==> config.mk <==
export PLATFORM = sky130hd
export DESIGN_NAME = regex_dot_star_matcher_top_flat
export DESIGN_NICKNAME = d
export VERILOG_FILES = /design/src/design/rdm_pkg.sv /design/src/design/rdm_in_if.sv /design/src/design/rdm_out_if.sv /design/src/design/rdm_cell.sv /design/src/design/regex_dot_star_matcher_top.sv /design/src/flat_wrapper.sv
export SDC_FILE = /design/constraint.sdc
export NUM_CORES = 1
export LEC_CHECK = 0
export ABC_CLOCK_PERIOD_IN_PS = 4260
export BUFFER_PORTS_ARGS = -buffer_cell sky130_fd_sc_hd__buf_4
export CORE_AREA = 10 10 157 130
export CTS_CLUSTER_DIAMETER = 30
export DETAILED_ROUTE_END_ITERATION = 7
export DIE_AREA = 0 0 167 140
export PLACE_DENSITY = 0.79
export SKIP_LAST_GASP = 1
export SYNTH_ARGS = -nofsm -noshare
export SYNTH_HDL_FRONTEND = slang
export SYNTH_SLANG_ARGS = --single-unit
==> constraint.sdc <==
create_clock -name clk -period 4.26 [get_ports clk]
set_clock_uncertainty 0.2 [all_clocks]
set_input_delay 0.852 -clock clk [delete_from_list [all_inputs] [get_ports clk]]
set_output_delay 0.852 -clock clk [all_outputs]
set_load 0.05 [all_outputs]
==> src/design/rdm_pkg.sv <==
// Package for the dot-star pattern matcher: shared constants, item codes and the
// structures carried between the top level and the row of position cells.
// No dependencies.
package rdm_pkg;

  localparam int MAX_TOKENS = 16;
  localparam int POS_W      = $clog2(MAX_TOKENS + 1);
  localparam int IDX_W      = 4;
  localparam int CNT_W      = 5;
  localparam int CHAR_W     = 8;

  typedef enum logic [1:0] {
    MODE_LOAD = 2'd0,
    MODE_TEXT = 2'd1,
    MODE_END  = 2'd2
  } mode_t;

  typedef struct packed {
    logic [CHAR_W-1:0] chr;
    logic              any;
    logic              star;
  } tok_t;

  typedef struct packed {
    tok_t              tok;
    logic [CHAR_W-1:0] text_char;
  } bus_t;

  typedef struct packed {
    logic tok_we;
    logic step;
    logic restart;
    logic first;
    logic in_use;
    logic in_pat;
  } ctl_t;

  typedef struct packed {
    logic carry;
    logic adv;
    logic fcarry;
  } link_t;

endpackage

==> src/design/rdm_in_if.sv <==
// Input channel of the pattern matcher: valid/ready handshake with the item fields.
// Depends on rdm_pkg.
interface rdm_in_if;
  import rdm_pkg::*;

  logic              valid;
  logic              ready;
  logic [1:0]        mode;
  logic [IDX_W-1:0]  token_index;
  logic [CHAR_W-1:0] token_char;
  logic              token_any;
  logic              token_star;
  logic [CHAR_W-1:0] text_char;
  logic              text_last;

  modport source (
    output valid, mode, token_index, token_char, token_any, token_star, text_char,
           text_last,
    input  ready
  );
  modport sink (
    input  valid, mode, token_index, token_char, token_any, token_star, text_char,
           text_last,
    output ready
  );
endinterface

==> src/design/rdm_out_if.sv <==
// Result channel of the pattern matcher: valid/ready handshake with the match flag.
// No dependencies.
interface rdm_out_if;
  logic valid;
  logic ready;
  logic matched;

  modport source (output valid, matched, input ready);
  modport sink (input valid, matched, output ready);
endinterface

==> src/design/rdm_cell.sv <==
// One pattern position: holds its token and its active bit, and passes closure,
// advance and final-closure signals to the next position. Depends on rdm_pkg.
module rdm_cell (
  input  logic           clk,
  input  logic           rst_n,
  input  rdm_pkg::ctl_t  ctl,
  input  rdm_pkg::bus_t  bus,
  input  rdm_pkg::link_t link_in,
  output rdm_pkg::link_t link_out,
  output logic           active,
  output logic           closed,
  output logic           fclosed
);
  import rdm_pkg::*;

  tok_t tok_r;
  logic act_r;
  logic hit;
  logic take;
  logic nxt;

  always_comb begin
    closed          = (act_r | link_in.carry) & ctl.in_pat;
    hit             = tok_r.any | (tok_r.chr == bus.text_char);
    take            = closed & hit & ctl.in_use;
    link_out.carry  = closed & tok_r.star & ctl.in_use;
    link_out.adv    = take & ~tok_r.star;
    nxt             = (take & tok_r.star) | link_in.adv;
    fclosed         = (nxt | link_in.fcarry) & ctl.in_pat;
    link_out.fcarry = fclosed & tok_r.star & ctl.in_use;
  end

  assign active = act_r;

  always_ff @(posedge clk) begin
    if (!rst_n) begin
      act_r <= ctl.first;
    end else if (ctl.restart) begin
      act_r <= ctl.first;
    end else if (ctl.step) begin
      act_r <= nxt;
    end
  end

  always_ff @(posedge clk) begin
    if (ctl.tok_we) begin
      tok_r <= bus.tok;
    end
  end

endmodule

==> src/design/regex_dot_star_matcher_top.sv <==
// Top level of the dot-star pattern matcher: a row of position cells, the end
// position, the token count register and the result register.
// Depends on rdm_pkg, rdm_in_if, rdm_out_if and rdm_cell.
//
// Usage. Load tokens with mode 0 items on in_ch, one token per transfer, and set
// the number of tokens in use with cfg_we/cfg_wdata while the block is idle.
// Text bytes then arrive as mode 1 items, one per transfer; the byte flagged
// text_last, or a mode 2 item for an empty text, produces one transfer on out_ch
// whose matched flag says whether the whole text matched the whole pattern.
// All pattern positions update together, so an item is taken every cycle,
// whatever its mode. A result appears on out_ch the cycle after the item that
// caused it. The result register decouples the two sides: a new item is taken
// whenever the result register is empty or is being emptied in the same cycle,
// so a receiver that holds ready low stalls the input only while a result waits.
// Reset leaves only the start position active, the token count at zero and no
// result pending; the token store holds nothing defined until written.
module regex_dot_star_matcher_top (
  input  logic                       clk,
  input  logic                       rst_n,
  rdm_in_if.sink                     in_ch,
  rdm_out_if.source                  out_ch,
  input  logic                       cfg_we,
  input  logic [rdm_pkg::CNT_W-1:0]  cfg_wdata
);
  import rdm_pkg::*;

  localparam int CMP_W = (POS_W > CNT_W) ? POS_W : CNT_W;

  logic [CNT_W-1:0]      count_r;
  logic [POS_W-1:0]      n;
  logic                  out_valid_r;
  logic                  matched_r;
  logic                  in_fire;
  logic                  is_text;
  logic                  is_end;
  logic                  step;
  logic                  restart;
  logic                  res_fire;
  logic                  res_val;
  logic                  act_end_r;
  logic                  closed_end;
  logic                  fclosed_end;
  bus_t                  bus;
  ctl_t                  ctl   [MAX_TOKENS];
  link_t                 link  [MAX_TOKENS+1];
  logic [MAX_TOKENS:0]   act_v;
  logic [MAX_TOKENS:0]   closed_v;
  logic [MAX_TOKENS:0]   fclosed_v;
  logic [MAX_TOKENS:0]   in_pat_v;

  always_comb begin
    if (CMP_W'(count_r) > CMP_W'(MAX_TOKENS)) begin
      n = POS_W'(MAX_TOKENS);
    end else begin
      n = POS_W'(count_r);
    end
  end

  assign in_ch.ready = ~out_valid_r | out_ch.ready;
  assign in_fire     = in_ch.valid & in_ch.ready;
  assign is_text     = in_ch.mode == MODE_TEXT;
  assign is_end      = in_ch.mode == MODE_END;
  assign step        = in_fire & is_text & ~in_ch.text_last;
  assign restart     = in_fire & (is_end | (is_text & in_ch.text_last));
  assign res_fire    = restart;
  assign res_val     = is_end ? closed_v[n] : fclosed_v[n];

  assign bus.tok.chr   = in_ch.token_char;
  assign bus.tok.any   = in_ch.token_any;
  assign bus.tok.star  = in_ch.token_star;
  assign bus.text_char = in_ch.text_char;

  always_comb begin
    for (int i = 0; i < MAX_TOKENS; i++) begin
      ctl[i].tok_we  = in_fire & (in_ch.mode == MODE_LOAD) &
                       (CMP_W'(in_ch.token_index) == CMP_W'(i));
      ctl[i].step    = step;
      ctl[i].restart = restart;
      ctl[i].first   = (i == 0);
      ctl[i].in_use  = POS_W'(i) < n;
      ctl[i].in_pat  = POS_W'(i) <= n;
    end
  end

  assign link[0] = '0;

  for (genvar g = 0; g < MAX_TOKENS; g++) begin : g_cell
    rdm_cell u_cell (
      .clk      (clk),
      .rst_n    (rst_n),
      .ctl      (ctl[g]),
      .bus      (bus),
      .link_in  (link[g]),
      .link_out (link[g+1]),
      .active   (act_v[g]),
      .closed   (closed_v[g]),
      .fclosed  (fclosed_v[g])
    );
    assign in_pat_v[g] = ctl[g].in_pat;
  end

  assign closed_end  = (act_end_r | link[MAX_TOKENS].carry) & (n == POS_W'(MAX_TOKENS));
  assign fclosed_end = (link[MAX_TOKENS].adv | link[MAX_TOKENS].fcarry) &
                       (n == POS_W'(MAX_TOKENS));
  assign closed_v[MAX_TOKENS]  = closed_end;
  assign fclosed_v[MAX_TOKENS] = fclosed_end;
  assign act_v[MAX_TOKENS]     = act_end_r;
  assign in_pat_v[MAX_TOKENS]  = n == POS_W'(MAX_TOKENS);

  always_ff @(posedge clk) begin
    if (!rst_n) begin
      act_end_r <= 1'b0;
    end else if (restart) begin
      act_end_r <= 1'b0;
    end else if (step) begin
      act_end_r <= link[MAX_TOKENS].adv;
    end
  end

  always_ff @(posedge clk) begin
    if (!rst_n) begin
      count_r <= '0;
    end else if (cfg_we) begin
      count_r <= cfg_wdata;
    end
  end

  always_ff @(posedge clk) begin
    if (!rst_n) begin
      out_valid_r <= 1'b0;
    end else if (res_fire) begin
      out_valid_r <= 1'b1;
    end else if (out_ch.ready) begin
      out_valid_r <= 1'b0;
    end
  end

  always_ff @(posedge clk) begin
    if (res_fire) begin
      matched_r <= res_val;
    end
  end

  assign out_ch.valid   = out_valid_r;
  assign out_ch.matched = matched_r;

`ifndef SYNTHESIS
  a_restart_to_start: assert property (@(posedge clk) disable iff (!rst_n)
    restart |=> act_v == (MAX_TOKENS+1)'(1))
    else $error("Active set not back at the start position after a result.");

  a_result_pending: assert property (@(posedge clk) disable iff (!rst_n)
    res_fire |=> out_valid_r)
    else $error("Result lost between item transfer and result register.");

  a_load_keeps_set: assert property (@(posedge clk) disable iff (!rst_n)
    (in_fire && in_ch.mode == MODE_LOAD) |=> $stable(act_v))
    else $error("Token load disturbed the active set.");

  a_no_stray_active: assert property (@(posedge clk) disable iff (!rst_n)
    (step && !cfg_we) |=> (act_v & ~in_pat_v) == '0)
    else $error("Active position beyond the pattern length after a text byte.");
`endif

endmodule

==> src/flat_wrapper.sv <==
// flat-port wrapper written by rule: the top's interface ports become plain ports
module regex_dot_star_matcher_top_flat import rdm_pkg::*;
  (clk, rst_n, cfg_we, cfg_wdata, in_ch_valid, in_ch_mode, in_ch_token_index, in_ch_token_char, in_ch_token_any, in_ch_token_star, in_ch_text_char, in_ch_text_last, in_ch_ready, out_ch_valid, out_ch_matched, out_ch_ready);
  rdm_in_if in_ch_i ();
  rdm_out_if out_ch_i ();
  input  logic clk;
  input  logic rst_n;
  input  logic cfg_we;
  input  logic [rdm_pkg::CNT_W-1:0] cfg_wdata;
  input wire logic [$bits(in_ch_i.valid)-1:0] in_ch_valid;
  input wire logic [$bits(in_ch_i.mode)-1:0] in_ch_mode;
  input wire logic [$bits(in_ch_i.token_index)-1:0] in_ch_token_index;
  input wire logic [$bits(in_ch_i.token_char)-1:0] in_ch_token_char;
  input wire logic [$bits(in_ch_i.token_any)-1:0] in_ch_token_any;
  input wire logic [$bits(in_ch_i.token_star)-1:0] in_ch_token_star;
  input wire logic [$bits(in_ch_i.text_char)-1:0] in_ch_text_char;
  input wire logic [$bits(in_ch_i.text_last)-1:0] in_ch_text_last;
  output wire logic [$bits(in_ch_i.ready)-1:0] in_ch_ready;
  output wire logic [$bits(out_ch_i.valid)-1:0] out_ch_valid;
  output wire logic [$bits(out_ch_i.matched)-1:0] out_ch_matched;
  input wire logic [$bits(out_ch_i.ready)-1:0] out_ch_ready;
  assign in_ch_i.valid = in_ch_valid;
  assign in_ch_i.mode = in_ch_mode;
  assign in_ch_i.token_index = in_ch_token_index;
  assign in_ch_i.token_char = in_ch_token_char;
  assign in_ch_i.token_any = in_ch_token_any;
  assign in_ch_i.token_star = in_ch_token_star;
  assign in_ch_i.text_char = in_ch_text_char;
  assign in_ch_i.text_last = in_ch_text_last;
  assign in_ch_ready = in_ch_i.ready;
  assign out_ch_valid = out_ch_i.valid;
  assign out_ch_matched = out_ch_i.matched;
  assign out_ch_i.ready = out_ch_ready;
  regex_dot_star_matcher_top u_core (.clk(clk), .rst_n(rst_n), .in_ch(in_ch_i), .out_ch(out_ch_i), .cfg_we(cfg_we), .cfg_wdata(cfg_wdata));
endmodule
# Yosys cells after proc, flatten, opt, wreduce, memory -nomap -nowiden
# Cells that the tools add are included.
[word_totals] reg_bits=184 in_bits=35 output_inout_bits=3 elab_cells=416
[classes] order_cmp=34 n_eq_ne=34 mux=8 bitwise=268 reduce_logical=4
[ops] operator="$and A1 B1 Y1" count=184
[ops] operator="$eq A8 B8 Y1" count=16
[ops] operator="$or A1 B1 Y1" count=65
[ops] operator="$le A4 B5 Y1 const A" count=8
[ops] operator="$lt A4 B5 Y1 const A" count=8
[ops] operator="$eq A4 B4 Y1 const B" count=8
[ops] operator="$le A3 B5 Y1 const A" count=4
[ops] operator="$lt A3 B5 Y1 const A" count=4
[ops] operator="$not A1 Y1" count=19
[ops] operator="$eq A4 B3 Y1 const B" count=4
[ops] operator="$bmux W1 S5" count=2
[ops] operator="$le A1 B5 Y1 const A" count=2
[ops] operator="$le A2 B5 Y1 const A" count=2
[ops] operator="$lt A1 B5 Y1 const A" count=2
[ops] operator="$lt A2 B5 Y1 const A" count=2
[ops] operator="$eq A4 B2 Y1 const B" count=2
[ops] operator="$lt A5 B6 Y1 const B" count=1
[ops] operator="$eq A5 B5 Y1 const B" count=1
[ops] operator="$gt A5 B5 Y1 const B" count=1
[ops] operator="$mux W1" count=5
[ops] operator="$mux W5" count=1
[ops] operator="$eq A4 B1 Y1 const B" count=1
[ops] operator="$logic_not A4 Y1" count=1
[ops] operator="$eq A2 B1 Y1 const B" count=1
[ops] operator="other kinds (4)" count=4

# Longest topological paths before layout
# Gate-level depths: netlist of run 1.
[depth] ltp_word=77 mapped_depth=13 ltp_nobuf=11

# Hierarchy
# Synthesis of run 1 repeated with hierarchy kept, for this count alone.
[unflattened] cells_unflattened=786 hier_area_um2=9619.2
[by_module_without_submodules] mod="rdm_cell" instances=16 cells_per_inst=40 area_each_um2=530.5 seq_area_each_um2=330.3
[by_module_without_submodules] mod="regex_dot_star_matcher_top" instances=1 cells_per_inst=146 area_each_um2=1131.1 seq_area_each_um2=170.2

# Worst setup path after synthesis of run 1
# No wires, ideal clock.
[synth_timing] path_kind="in2reg" startpoint="input port in_ch_text_char[2]" endpoint="register u_core.matched_r (netlist: u_core.out_ch.matched), data pin" setup_ns=0.265 arrival_time_ns=3.319 required_time_ns=3.795 path_slack_ns=0.476 cell_stages=13 n_path_buf=2 path_cell_list="buf_2 -> buf_2 -> xor2_1 -> nor4_1 -> a21oi_1 -> o22ai_1 -> o21ai_0 -> a21oi_1 -> or4b_4 -> a21oi_4 -> a2111oi_2 -> o41ai_1 -> a21oi_1"
[synth_between] elab_chain_cells=73 word_cells_on_any_way=179 classes_between="eq/ne (16); mux (3); bitwise (160)"
[synth_rtl] item="start: declaration" line="flat_wrapper.sv:16" rtl="input wire logic [$bits(in_ch_i.text_char)-1:0] in_ch_text_char;"
[synth_rtl] item="$eq A8 B8 Y1" line="rdm_cell.sv:24" rtl="hit = tok_r.any | (tok_r.chr == bus.text_char);"
[synth_rtl] item="$or A1 B1 Y1" line="rdm_cell.sv:24"
[synth_rtl] item="$and A1 B1 Y1 (2 in a row)" line="rdm_cell.sv:25" rtl="take = closed & hit & ctl.in_use;"
[synth_rtl] item="$and A1 B1 Y1" line="rdm_cell.sv:28" rtl="nxt = (take & tok_r.star) | link_in.adv;"
[synth_rtl] item="$and A1 B1 Y1" line="rdm_cell.sv:29" rtl="fclosed = (nxt | link_in.fcarry) & ctl.in_pat;"
[synth_rtl] item="$and A1 B1 Y1 (2 in a row)" line="rdm_cell.sv:30" rtl="link_out.fcarry = fclosed & tok_r.star & ctl.in_use;"
[synth_rtl] item="$or A1 B1 Y1" line="rdm_cell.sv:29"
[synth_rtl] item="$and A1 B1 Y1" line="rdm_cell.sv:29"
[synth_rtl] item="[... 55 more ...]"
[synth_rtl] item="$and A1 B1 Y1" line="rdm_cell.sv:29"
[synth_rtl] item="$and A1 B1 Y1 (2 in a row)" line="rdm_cell.sv:30"
[synth_rtl] item="$or A1 B1 Y1" line="regex_dot_star_matcher_top.sv:103" rtl="assign fclosed_end = (link[MAX_TOKENS].adv | link[MAX_TOKENS].fcarry) &"
[synth_rtl] item="$and A1 B1 Y1" line="regex_dot_star_matcher_top.sv:103"
[synth_rtl] item="$bmux W1 S5 (*)" line="regex_dot_star_matcher_top.sv:66" rtl="assign res_val = is_end ? closed_v[n] : fclosed_v[n];"
[synth_rtl] item="$mux W1 (implied by the code) (*)" line="regex_dot_star_matcher_top.sv:66"
[synth_rtl] item="$mux W1 (*)" line="regex_dot_star_matcher_top.sv:66"
[synth_rtl] item="named net u_core.res_val" line="regex_dot_star_matcher_top.sv:39" rtl="logic res_val;"
[synth_rtl] item="end signal: assignment" line="regex_dot_star_matcher_top.sv:140" rtl="matched_r <= res_val;"
[synth_rtl] item="end: declaration" line="regex_dot_star_matcher_top.sv:32" rtl="logic matched_r;"
# Mark *: on every way through the listed nets, which the timed path passes. The rest lies on a longest branch. The select of a mux whose other input is x is not followed.
# A chain may end at the register's enable or synchronous reset.

# Final worst setup path of run 1
[layout_timing] startpoint="register u_core.count_r[1]" endpoint="register u_core.matched_r (netlist: u_core.out_ch.matched), data pin"
[layout_between] elab_chain_cells=77 word_cells_on_any_way=249 classes_between="order compare (33); eq/ne (1); mux (6); bitwise (209)"
[layout_rtl] item="start: declaration" line="regex_dot_star_matcher_top.sv:29" rtl="logic [CNT_W-1:0] count_r;"
[layout_rtl] item="start signal: assignment" line="regex_dot_star_matcher_top.sv:124" rtl="count_r <= cfg_wdata;"
[layout_rtl] item="$gt A5 B5 Y1" line="regex_dot_star_matcher_top.sv:52" rtl="if (CMP_W'(count_r) > CMP_W'(MAX_TOKENS)) begin"
[layout_rtl] item="$mux W5 (*)" line="regex_dot_star_matcher_top.sv:52"
[layout_rtl] item="$le A1 B5 Y1" line="regex_dot_star_matcher_top.sv:81" rtl="ctl[i].in_pat = POS_W'(i) <= n;"
[layout_rtl] item="$and A1 B1 Y1" line="rdm_cell.sv:23" rtl="closed = (act_r | link_in.carry) & ctl.in_pat;"
[layout_rtl] item="$and A1 B1 Y1 (2 in a row)" line="rdm_cell.sv:26" rtl="link_out.carry = closed & tok_r.star & ctl.in_use;"
[layout_rtl] item="$or A1 B1 Y1" line="rdm_cell.sv:23"
[layout_rtl] item="$and A1 B1 Y1" line="rdm_cell.sv:23"
[layout_rtl] item="$and A1 B1 Y1 (on tied branches) (2 in a row)" line="rdm_cell.sv:26, rdm_cell.sv:25"
[layout_rtl] item="[... 59 more ...]"
[layout_rtl] item="$and A1 B1 Y1" line="rdm_cell.sv:29"
[layout_rtl] item="$and A1 B1 Y1 (2 in a row)" line="rdm_cell.sv:30"
[layout_rtl] item="$or A1 B1 Y1" line="regex_dot_star_matcher_top.sv:103"
[layout_rtl] item="$and A1 B1 Y1" line="regex_dot_star_matcher_top.sv:103"
[layout_rtl] item="$bmux W1 S5" line="regex_dot_star_matcher_top.sv:66"
[layout_rtl] item="$mux W1 (implied by the code)" line="regex_dot_star_matcher_top.sv:66"
[layout_rtl] item="$mux W1 (*)" line="regex_dot_star_matcher_top.sv:66"
[layout_rtl] item="named net u_core.res_val" line="regex_dot_star_matcher_top.sv:39"
# Marked as above.

==> results.json, run 1 <==
{
  "outcome": "completed",
  "num_rows": 43,
  "drv_cap": 0,
  "synth-edff-count": 161,
  "ant_nets": 0,
  "yosys_warnings": 0,
  "slew_violations": 0,
  "rsz0062_at_grt": "no",
  "dieArea_mm2": 0.0234,
  "area_growth_pct": 15.0,
  "seq_power_share_pct": 50.6,
  "dpl.hpwl_mm": 17.1,
  "grt_max_degree": 18,
  "grt_overflow": 0,
  "fmax_ghz": 0.246,
  "fin_total_pwr_mw": 3.94,
  "hold_path_class": "flip-flop to flip-flop",
  "drtIter0Drc": 942,
  "drtPass1Iterations": 5,
  "cts_setup_buffers": 0,
  "final.period_utilization_pct": 95.6,
  "drive_above_1_share_pct": 16.1,
  "fill_cells": 1373,
  "via_per_inst": 6.20,
  "p_sw_mw": 0.962,
  "insertion_delay_ns": 0.43,
  "num_antenna_cells": 0,
  "grt_first_pass_wirelength_mm": 36.9,
  "tritoncts": "yes",
  "cts_made_buffers": 17,
  "cp-end-kind": "flip-flop",
  "cp_max_fo": 10,
  "critPathKind": "flip-flop to flip-flop",
  "hold_violations": 0,
  "drt_wl_total_mm": 24.4,
  "p_leak_nw": 3.61,
  "synthCells": 752,
  "avgSynthCellArea_um2": 11.9,
  "finalNetCount": 853,
  "final_cell_count_no_fill": 1055,
  "synth_seq_area_share_pct": 58.9,
  "die_h_um": 140,
  "synth-main-ff-cell": "edfxtp_1",
  "clk_pin_slew_ns": 0.07,
  "p_int_mw": 2.98,
  "netlist_area_mm2": 0.00898,
  "ctsHtreeMaxLevel": 4,
  "final-setup-viol-count": 0,
  "route.vias.total": 6537,
  "cp.required_ns": 4.24,
  "grt_usage_pct": 20.3,
  "crit_path_start_kind": "flip-flop",
  "grt_pass1_vias": 6304,
  "powerDensity_mw_per_mm2": 382,
  "stdcell_area_mm2": 0.0103,
  "initial_utilization_pct": 52.3,
  "multiInputGateArea_mm2": 0.00347,
  "clockPowerShare_pct": 40.7,
  "regArea_mm2": 0.00530,
  "drc": 0,
  "synth_cell_type_count": 67,
  "wire_per_inst_um": 23.1,
  "timing.final.ws_setup_ns": 0.187,
  "worstPathArrival_ns": 4.06,
  "dp_slack_ns": 0.151,
  "gp_congestion": 0.998,
  "synthesis.nets": 787,
  "slew-limit-headroom_pct": 29.3,
  "dp.cells": 1024,
  "worst_slew_pin_slew_ns": 1.06,
  "antenna_found_initial": 0,
  "dieWidth_um": 167,
  "ir_drop_mv": 0.297,
  "dpl-instance-area_mm2": 0.00974,
  "min_period_ns": 4.07,
  "cts.sinks": 184,
  "clk_path_buf_depth": 2,
  "io_pins": 38,
  "pwr-share-comb_pct": 8.7,
  "swShare_pct": 24.4,
  "synth_seq_cells": 184,
  "ctsRootBufferMaster": "clkbuf_16",
  "port-buffer-count": 37,
  "tns_ns": 0,
  "core_area_mm2": 0.0172,
  "synth-async-reset-ratio_pct": 0
}
==> registers in the layout, indices dropped and copies added (netlist names) <==
signal and cells:
u_core.g_cell.u_cell.tok_r 160, u_core.out_ch.valid 1, u_core.act_end_r 1, u_core.out_ch.matched 1, u_core.count_r 5, u_core.g_cell.u_cell.active 16
==> synth_stat cells (all sizes together), types with 7 or more instances <==
cell    number  area [um^2]
xnor2       20          175
nor3        23          120
nor4        29          181
nand3       11         55.1
a21oi       45          236
dfxtp       23          460
xor2       108          946
a41o         7         70.1
o21ai       25          125
a31oi        8         65.1
clkbuf      13         48.8
nor2b       11         68.8
nand2       40          150
nor2        63          236
edfxtp     161         4830
inv         14         52.6
a211oi      19          143
nand2b      10         62.6
buf         23          119
==> per-stage QoR <==
step | util [%] | hold WS, ns
2_1_floorplan | - | 0.236
3_3_place_gp | 56.7 | 0.245
6_report | 60.2 | 0.263
4_1_cts | 60.2 | 0.261
3_5_place_dp | 56.7 | 0.251
5_1_grt | 60.2 | 0.273
==> area by class of cell <==
type                            count  area share (%)
Multi-Input combinational cell    518            33.6
Clock buffer                       17            4.12
Tap cell                          225            2.73
Clock inverter                     14            1.57
Timing Repair Buffer               83            6.15
Sequential cell                   184            51.3
Inverter                           14           0.509
==> placed cells by master (no fill, tap or decap), types with 10 or more instances in the layout <==
master,count
nand3_1,11
nor2_1,63
edfxtp_1,161
buf_4,82
nand2_1,40
nor4_1,29
o21ai_0,24
inv_1,14
nand2b_1,10
xor2_1,108
dfxtp_1,21
a21oi_1,44
nor3_1,22
clkbuf_16,17
xnor2_1,20
nor2b_1,11
a211oi_1,19
==> per-layer routing <==
| metal | up-vias | GRT usage [%] | wire length, um | part of all wire [%] |
|---|---|---|---|---|
| li1 | 2942 | - | - | - |
| met1 | 3220 | 29.1 | 10900 | 45 |
| met2 | 339 | 30.3 | 10800 | 44 |
| met3 | 36 | 4.87 | 2340 | 9.6 |
| met4 | 0 | 5.17 | 318 | 1.3 |
| met5 | - | 0 | 0 | 0 |
==> worst paths after layout <==
| check | slack, ns | to | cells past startpoint | startpoint |
|---|---|---|---|---|
| setup / recovery | 0.19 | u_core.out_ch.matched | 10 | u_core.count_r[1] |
| hold / removal | 0.26 | u_core.act_end_r | 2 | u_core.act_end_r |
| setup reg to reg | 0.19 | u_core.out_ch.matched | 10 | u_core.count_r[1] |
| hold reg to reg | 0.26 | u_core.act_end_r | 2 | u_core.act_end_r |
==> worst max-delay path, stage by stage (launching register included) <==
cell and delay, ns:
dfxtp_1 0.44, a2111o_1 0.57, a221o_1 0.49, a31oi_4 0.31, nor2_1 0.18, a32oi_4 0.31
or4b_4 0.55, a21oi_4 0.18, a2111oi_2 0.09, o41ai_1 0.37, a21oi_1 0.12
==> power by group through the flow <==
stage,logic (mW),registers [mW],clock network [mW]
final,0.343,2.00,1.60
after detailed placement,0.335,2.03,0
after global placement,0.331,2.03,0
after floorplan,0.196,2.03,0
after CTS,0.339,1.99,1.61
after global routing,0.369,2.00,1.68
==> cell families after synthesis <==
family	synth area share (%)
compound gates	12.7
simple gates	12.8
buf+inv	2.45
xor+xnor	12.5
mux	0.669
flops	58.9
==> repair_timing <==
| action | in CTS | in global routing |
|---|---|---|
| hold buffers | 0 | 0 |
| resized for setup | 0 | 2 |
| setup endpoints to repair | 0 | 1 |
Power figures use the tool's default switching activity.
==> run 2: changes to the inputs <==
- CORE_AREA: 10 10 157 130 -> 10 10 162 134
- DIE_AREA: 0 0 167 140 -> 0 0 172 144
- SYNTH_HIERARCHICAL: not set -> 1
==> results.json, run 2 <==
{
  "outcome": "finished with violations",
  "failed_checks": "setup timing",
  "min_period_ns": 9.54,
  "synth_seq_cells": 184,
  "drt_wl_total_mm": 26.1,
  "ctsRootBufferMaster": "clkbuf_16",
  "grt_overflow": 0,
  "synth_cell_type_count": 49,
  "finalNetCount": 1033,
  "hold_path_class": "flip-flop to flip-flop",
  "timing.final.ws_setup_ns": -5.28,
  "yosysTopAreaCell": "edfxtp_1",
  "seq_power_share_pct": 47.1,
  "tritoncts": "yes",
  "worstPathArrival_ns": 9.51,
  "p_sw_mw": 1.13,
  "clockPowerShare_pct": 40.2,
  "grt_max_degree": 30,
  "clk_pin_slew_ns": 0.07,
  "num_rows": 45,
  "synth_commonest_cells": "177 x edfxtp_1, 128 x xor2_1, 81 x nor2_1",
  "worst_slew_pin_slew_ns": 1.08,
  "swShare_pct": 26.1,
  "ctsHtreeMaxLevel": 4,
  "grt_first_pass_wirelength_mm": 38.9,
  "yosys_warnings": 6,
  "num_antenna_cells": 0,
  "cts_made_buffers": 17,
  "synth_most_common_cell": "edfxtp_1",
  "cp_max_fo": 3,
  "yosys-top-cells-area": "edfxtp_1 55%, xor2_1 12%, nor4_2 4.2%, nor2_1 3.2%, nand2b_1 2.7%",
  "largest-register": "u_core/g_cell.u_cell/tok_r",
  "synth-async-reset-ratio_pct": 0,
  "p_leak_nw": 4.54,
  "die_h_um": 144,
  "cp_slowest_stage_delay_ns": 0.41,
  "synthCells": 786,
  "avgSynthCellArea_um2": 12.2,
  "critPathKind": "input port to flip-flop",
  "port-buffer-count": 37,
  "drv_cap": 0,
  "via_per_inst": 5.89,
  "grt_usage_pct": 20.7,
  "final_util_pct": 68.1,
  "drtPass1Iterations": 5,
  "synth_seq_area_share_pct": 56.7,
  "synth-edff-count": 177,
  "insertion_delay_ns": 0.45,
  "grt_pass1_vias": 7210,
  "final_common_cell": "edfxtp_1",
  "io_pins": 38,
  "cp.required_ns": 4.23,
  "slew_violations": 0,
  "final_cell_count_no_fill": 1246,
  "synth-main-ff-cell": "edfxtp_1",
  "drtIter0Drc": 789,
  "cp-end-kind": "flip-flop",
  "ant_nets": 0,
  "p_int_mw": 3.21,
  "crit_path_start_kind": "input port",
  "rsz0062_at_grt": "yes",
  "dp.cells": 1202,
  "dpl.hpwl_mm": 17.3,
  "synth_top_area_share_pct": 55.3,
  "drc": 0,
  "route.vias.total": 7336,
  "pwr-share-comb_pct": 12.7,
  "wire_per_inst_um": 20.9,
  "initial_utilization_pct": 51.8,
  "area_growth_pct": 31.5,
  "largest_register_ffs": 160,
  "antenna_found_initial": 0,
  "fmax_ghz": 0.105,
  "ir_drop_mv": 0.401,
  "clk_path_buf_depth": 2,
  "dieWidth_um": 172,
  "netlist_area_mm2": 0.00962,
  "core_area_mm2": 0.0186,
  "gp_congestion": 0.905,
  "final.period_utilization_pct": 224,
  "cts.sinks": 184,
  "whs_ns": 0.326,
  "dpl-instance-area_mm2": 0.0116,
  "drive_above_1_share_pct": 33.0,
  "slew-limit-headroom_pct": 27.8,
  "final-setup-viol-count": 10,
  "stdcell_area_mm2": 0.0127,
  "dieArea_mm2": 0.0248,
  "layout_common_cells": "177 x edfxtp_1, 176 x buf_4, 123 x xor2_1",
  "powerDensity_mw_per_mm2": 343,
  "cpMaxStageDelayCell": "a2111oi_4",
  "hold_violations": 0
}
## run 2: changes by cell type after synthesis, sizes merged, moves of 14 or more
cell / previous run / this run
o21ai: 25 / 7
nand2b: 10 / 41
nor2b: 11 / 39
xor2: 108 / 128
dfxtp: 23 / 7
nor2: 63 / 82
xnor2: 20 / 0
buf: 23 / 5
a211oi: 19 / 1
a21oi: 45 / 17
nor4: 29 / 65
edfxtp: 161 / 177
a2111oi: 2 / 16
## run 2: through the flow
stage	TNS, ns	total power, mW	worst slack, ns
after floorplan	-4.55	2.37	-4.04
final	-16.32	4.34	-5.28
after detailed placement	-15.39	2.60	-5.38
after CTS	-14.89	4.33	-4.94
after global routing	-19.00	4.46	-5.67
after global placement	-14.22	2.58	-4.92
## run 2: what timing repair did
| action | 4_1_cts | 5_1_grt |
|---|---|---|
| setup endpoints to repair | 9 | 10 |
| buffers inserted | 3 | 9 |
| hold buffers | 0 | 0 |
| gates resized for setup | 10 | 34 |
| pin swaps | 6 | 15 |
## run 2: worst paths after layout
| kind | startpoint | slack [ns] | cells past startpoint | endpoint |
|---|---|---|---|---|
| max | in_ch_text_char[1] | -5.28 | 40 | u_core/out_ch.matched |
| min | u_core/act_end_r | 0.33 | 2 | u_core/act_end_r |
| max reg2reg | u_core/g_cell[0].u_cell/tok_r[3] | -5.17 | 39 | u_core/out_ch.matched |
| min reg2reg | u_core/act_end_r | 0.33 | 2 | u_core/act_end_r |
## run 2: cell type report
class | count | area (um^2)
Tap cell | 235 | 294
Multi-Input combinational cell | 610 | 4870
Inverter | 8 | 32.5
Clock buffer | 17 | 425
Sequential cell | 184 | 5460
Clock inverter | 15 | 230
Fill cell | 1291 | 5930
Timing Repair Buffer | 177 | 1340
## run 2: layer usage
layer / track usage (%) / share of wire (%) / vias up / routed length, um
met5: 0 / 0 / - / 0
met4: 8.47 / 2.3 / 0 / 606
met3: 4.88 / 7.6 / 42 / 1990
met2: 32.3 / 48 / 294 / 12500
met1: 27.2 / 42 / 3650 / 11000
li1: - / - / 3350 / -
## run 2: cells by family (layout without fill, tap and decap cells)
family | after synthesis | count (layout) | synth area share, %
DFF | 184 | 184 | 56.7
xor gates and xnor gates | 128 | 128 | 11.7
buffers and inverters | 20 | 217 | 1.39
muxes | 16 | 16 | 2.24
AOI/OAI and AO/OA | 109 | 109 | 8.10
and+or+nand+nor | 327 | 327 | 19.8
other | 2 | 30 | 0.0781
## run 2: power by group through the flow
stage               sequential [mW]  combinational [mW]  clock (mW)
floorplan                      2.08               0.289           0
CTS                            2.04               0.523        1.76
global route                   2.05               0.591        1.82
detailed placement             2.08               0.513           0
global placement               2.08               0.498           0
finish                         2.04               0.549        1.74
## run 2: worst max-delay path, delay by kind of cell
family          cells  cell delay, ns
compound gates     17            5.31
simple gates       20            2.86
buf+inv             2            0.28
xor+xnor            1            0.21
==> run 3: changes to the inputs <==
- CTS_BUF_LIST: not set -> sky130_fd_sc_hd__clkbuf_4 sky130_fd_sc_hd__clkbuf_8
- SETUP_SLACK_MARGIN: not set -> 0.4
==> results.json, run 3 (synthesis gave the netlist of run 2 again) <==
{
  "failed_checks": "setup timing",
  "final.period_utilization_pct": 224,
  "p_sw_mw": 1.03,
  "worst_slew_pin_slew_ns": 1.12,
  "slew_violations": 0,
  "wl_met1_mm": 10.8,
  "outcome": "finished with violations",
  "final_common_cell": "edfxtp_1",
  "swShare_pct": 27.7,
  "drtIter0Drc": 878,
  "hold_path_class": "flip-flop to flip-flop",
  "final_cell_count_no_fill": 1251,
  "finalNetCount": 1038,
  "layout_common_cells": "177 x edfxtp_1, 176 x buf_4, 124 x xor2_1",
  "antenna_found_initial": 0,
  "dpl-instance-area_mm2": 0.0116,
  "dp.cells": 1208,
  "p_int_mw": 2.69,
  "min_period_ns": 9.56,
  "cp.required_ns": 4.27,
  "initial_utilization_pct": 51.8,
  "port-buffer-count": 37,
  "crit_path_start_kind": "input port",
  "slew-limit-headroom_pct": 24.9,
  "powerDensity_mw_per_mm2": 301,
  "rsz0062_at_grt": "yes",
  "dp_slack_ns": -5.53,
  "tritoncts": "yes",
  "drc": 0,
  "worstPathArrival_ns": 9.57,
  "crit_top_cell": "a2111oi_4",
  "dpl.hpwl_mm": 17.8,
  "area_growth_pct": 28.4,
  "dieArea_mm2": 0.0248,
  "cpMaxStageDelayCell": "a2111oi_4",
  "stdcell_area_mm2": 0.0123,
  "seq_power_share_pct": 54.9,
  "cp_max_fo": 3,
  "num_rows": 45,
  "largest-register": "u_core/g_cell.u_cell/tok_r",
  "clk_pin_slew_ns": 0.11,
  "gp_congestion": 0.889,
  "dieWidth_um": 172,
  "drv_cap": 0,
  "final-setup-viol-count": 10,
  "pwr-share-comb_pct": 14.8,
  "cts.sinks": 184,
  "route.vias.total": 7353,
  "timing.final.ws_setup_ns": -5.30,
  "fin_total_pwr_mw": 3.72,
  "hold_violations": 0,
  "num_antenna_cells": 0,
  "route.met2.wl_mm": 12.8,
  "ant_nets": 0,
  "fmax_ghz": 0.105,
  "cp-end-kind": "flip-flop",
  "drive_above_1_share_pct": 32.7,
  "ctsHtreeMaxLevel": 4,
  "tns_ns": -17.63,
  "wire_per_inst_um": 20.7,
  "core_area_mm2": 0.0186,
  "highest_layer": "met4",
  "grt_usage_pct": 20.7,
  "clockPowerShare_pct": 30.3,
  "drt_wl_total_mm": 25.9,
  "grt_first_pass_wirelength_mm": 38.9,
  "drtPass1Iterations": 5,
  "io_pins": 38,
  "largest_register_ffs": 160,
  "grt_pass1_vias": 7299,
  "ctsRootBufferMaster": "clkbuf_8",
  "critPathKind": "input port to flip-flop",
  "clk_path_buf_depth": 2,
  "ir_drop_mv": 0.326,
  "cts_made_buffers": 17,
  "cp_slowest_stage_delay_ns": 0.44,
  "grt_overflow": 0,
  "via_per_inst": 5.88,
  "p_leak_nw": 4.42,
  "die_h_um": 144,
  "insertion_delay_ns": 0.47,
  "dr_wl_met3_mm": 1.95,
  "grt_max_degree": 30
}
-- run 3: area by class of cell --
| class | instances | area [um^2] |
|---|---|---|
| repair buffers | 182 | 1390 |
| clock inverters | 13 | 128 |
| multi-input cells | 610 | 4790 |
| well taps | 235 | 294 |
| inverters | 8 | 32.5 |
| fillers | 1346 | 6230 |
| clock buffers | 19 | 249 |
| flip-flops and latches | 184 | 5460 |
-- run 3: worst paths after layout --
kind / start / slack [ns] / end / depth (start not counted)
worst max-delay path: in_ch_text_char[7] / -5.30 / u_core/out_ch.matched / 42
worst min-delay path: u_core/act_end_r / 0.33 / u_core/act_end_r / 2
worst max register to register: u_core/g_cell[0].u_cell/tok_r[4] / -5.19 / u_core/out_ch.matched / 41
worst min register to register: u_core/act_end_r / 0.33 / u_core/act_end_r / 2
-- run 3: per-stage QoR --
step | util (%) | hold slack (ns)
4_1_cts | 65.1 | 0.331
3_3_place_gp | 62.5 | 0.280
5_1_grt | 66.5 | 0.355
6_report | 66.5 | 0.332
2_1_floorplan | - | 0.261
3_5_place_dp | 62.5 | 0.303
-- run 3: metal layers --
layer	vias to the layer above	global-route usage (%)
li1	3376	-
met1	3607	26.9
met2	323	34.9
met3	47	3.95
met4	0	5.34
met5	-	0
-- run 3: repair_timing --
| item | 4_1_cts | 5_1_grt |
|---|---|---|
| setup buffers | 7 | 4 |
| setup endpoints to repair | 11 | 11 |
| hold buffers | 0 | 0 |
| pin swaps | 2 | 10 |
| gates resized for setup | 13 | 26 |
-- run 3: power groups by stage --
stage / Combinational [mW] / Clock [mW] / Sequential [mW]
2_1_floorplan: 0.290 / 0 / 2.08
3_3_place_gp: 0.503 / 0 / 2.08
3_5_place_dp: 0.518 / 0 / 2.08
4_1_cts: 0.527 / 1.15 / 2.04
5_1_grt: 0.591 / 1.22 / 2.04
6_report: 0.550 / 1.13 / 2.04
-- run 3: worst max-delay path, delay by kind of cell --
kind	cells	cell delay, ns
buffers and inverters	4	0.62
AOI/OAI and AO/OA	19	5.65
and+or+nand+nor	18	2.26
xor gates and xnor gates	1	0.19
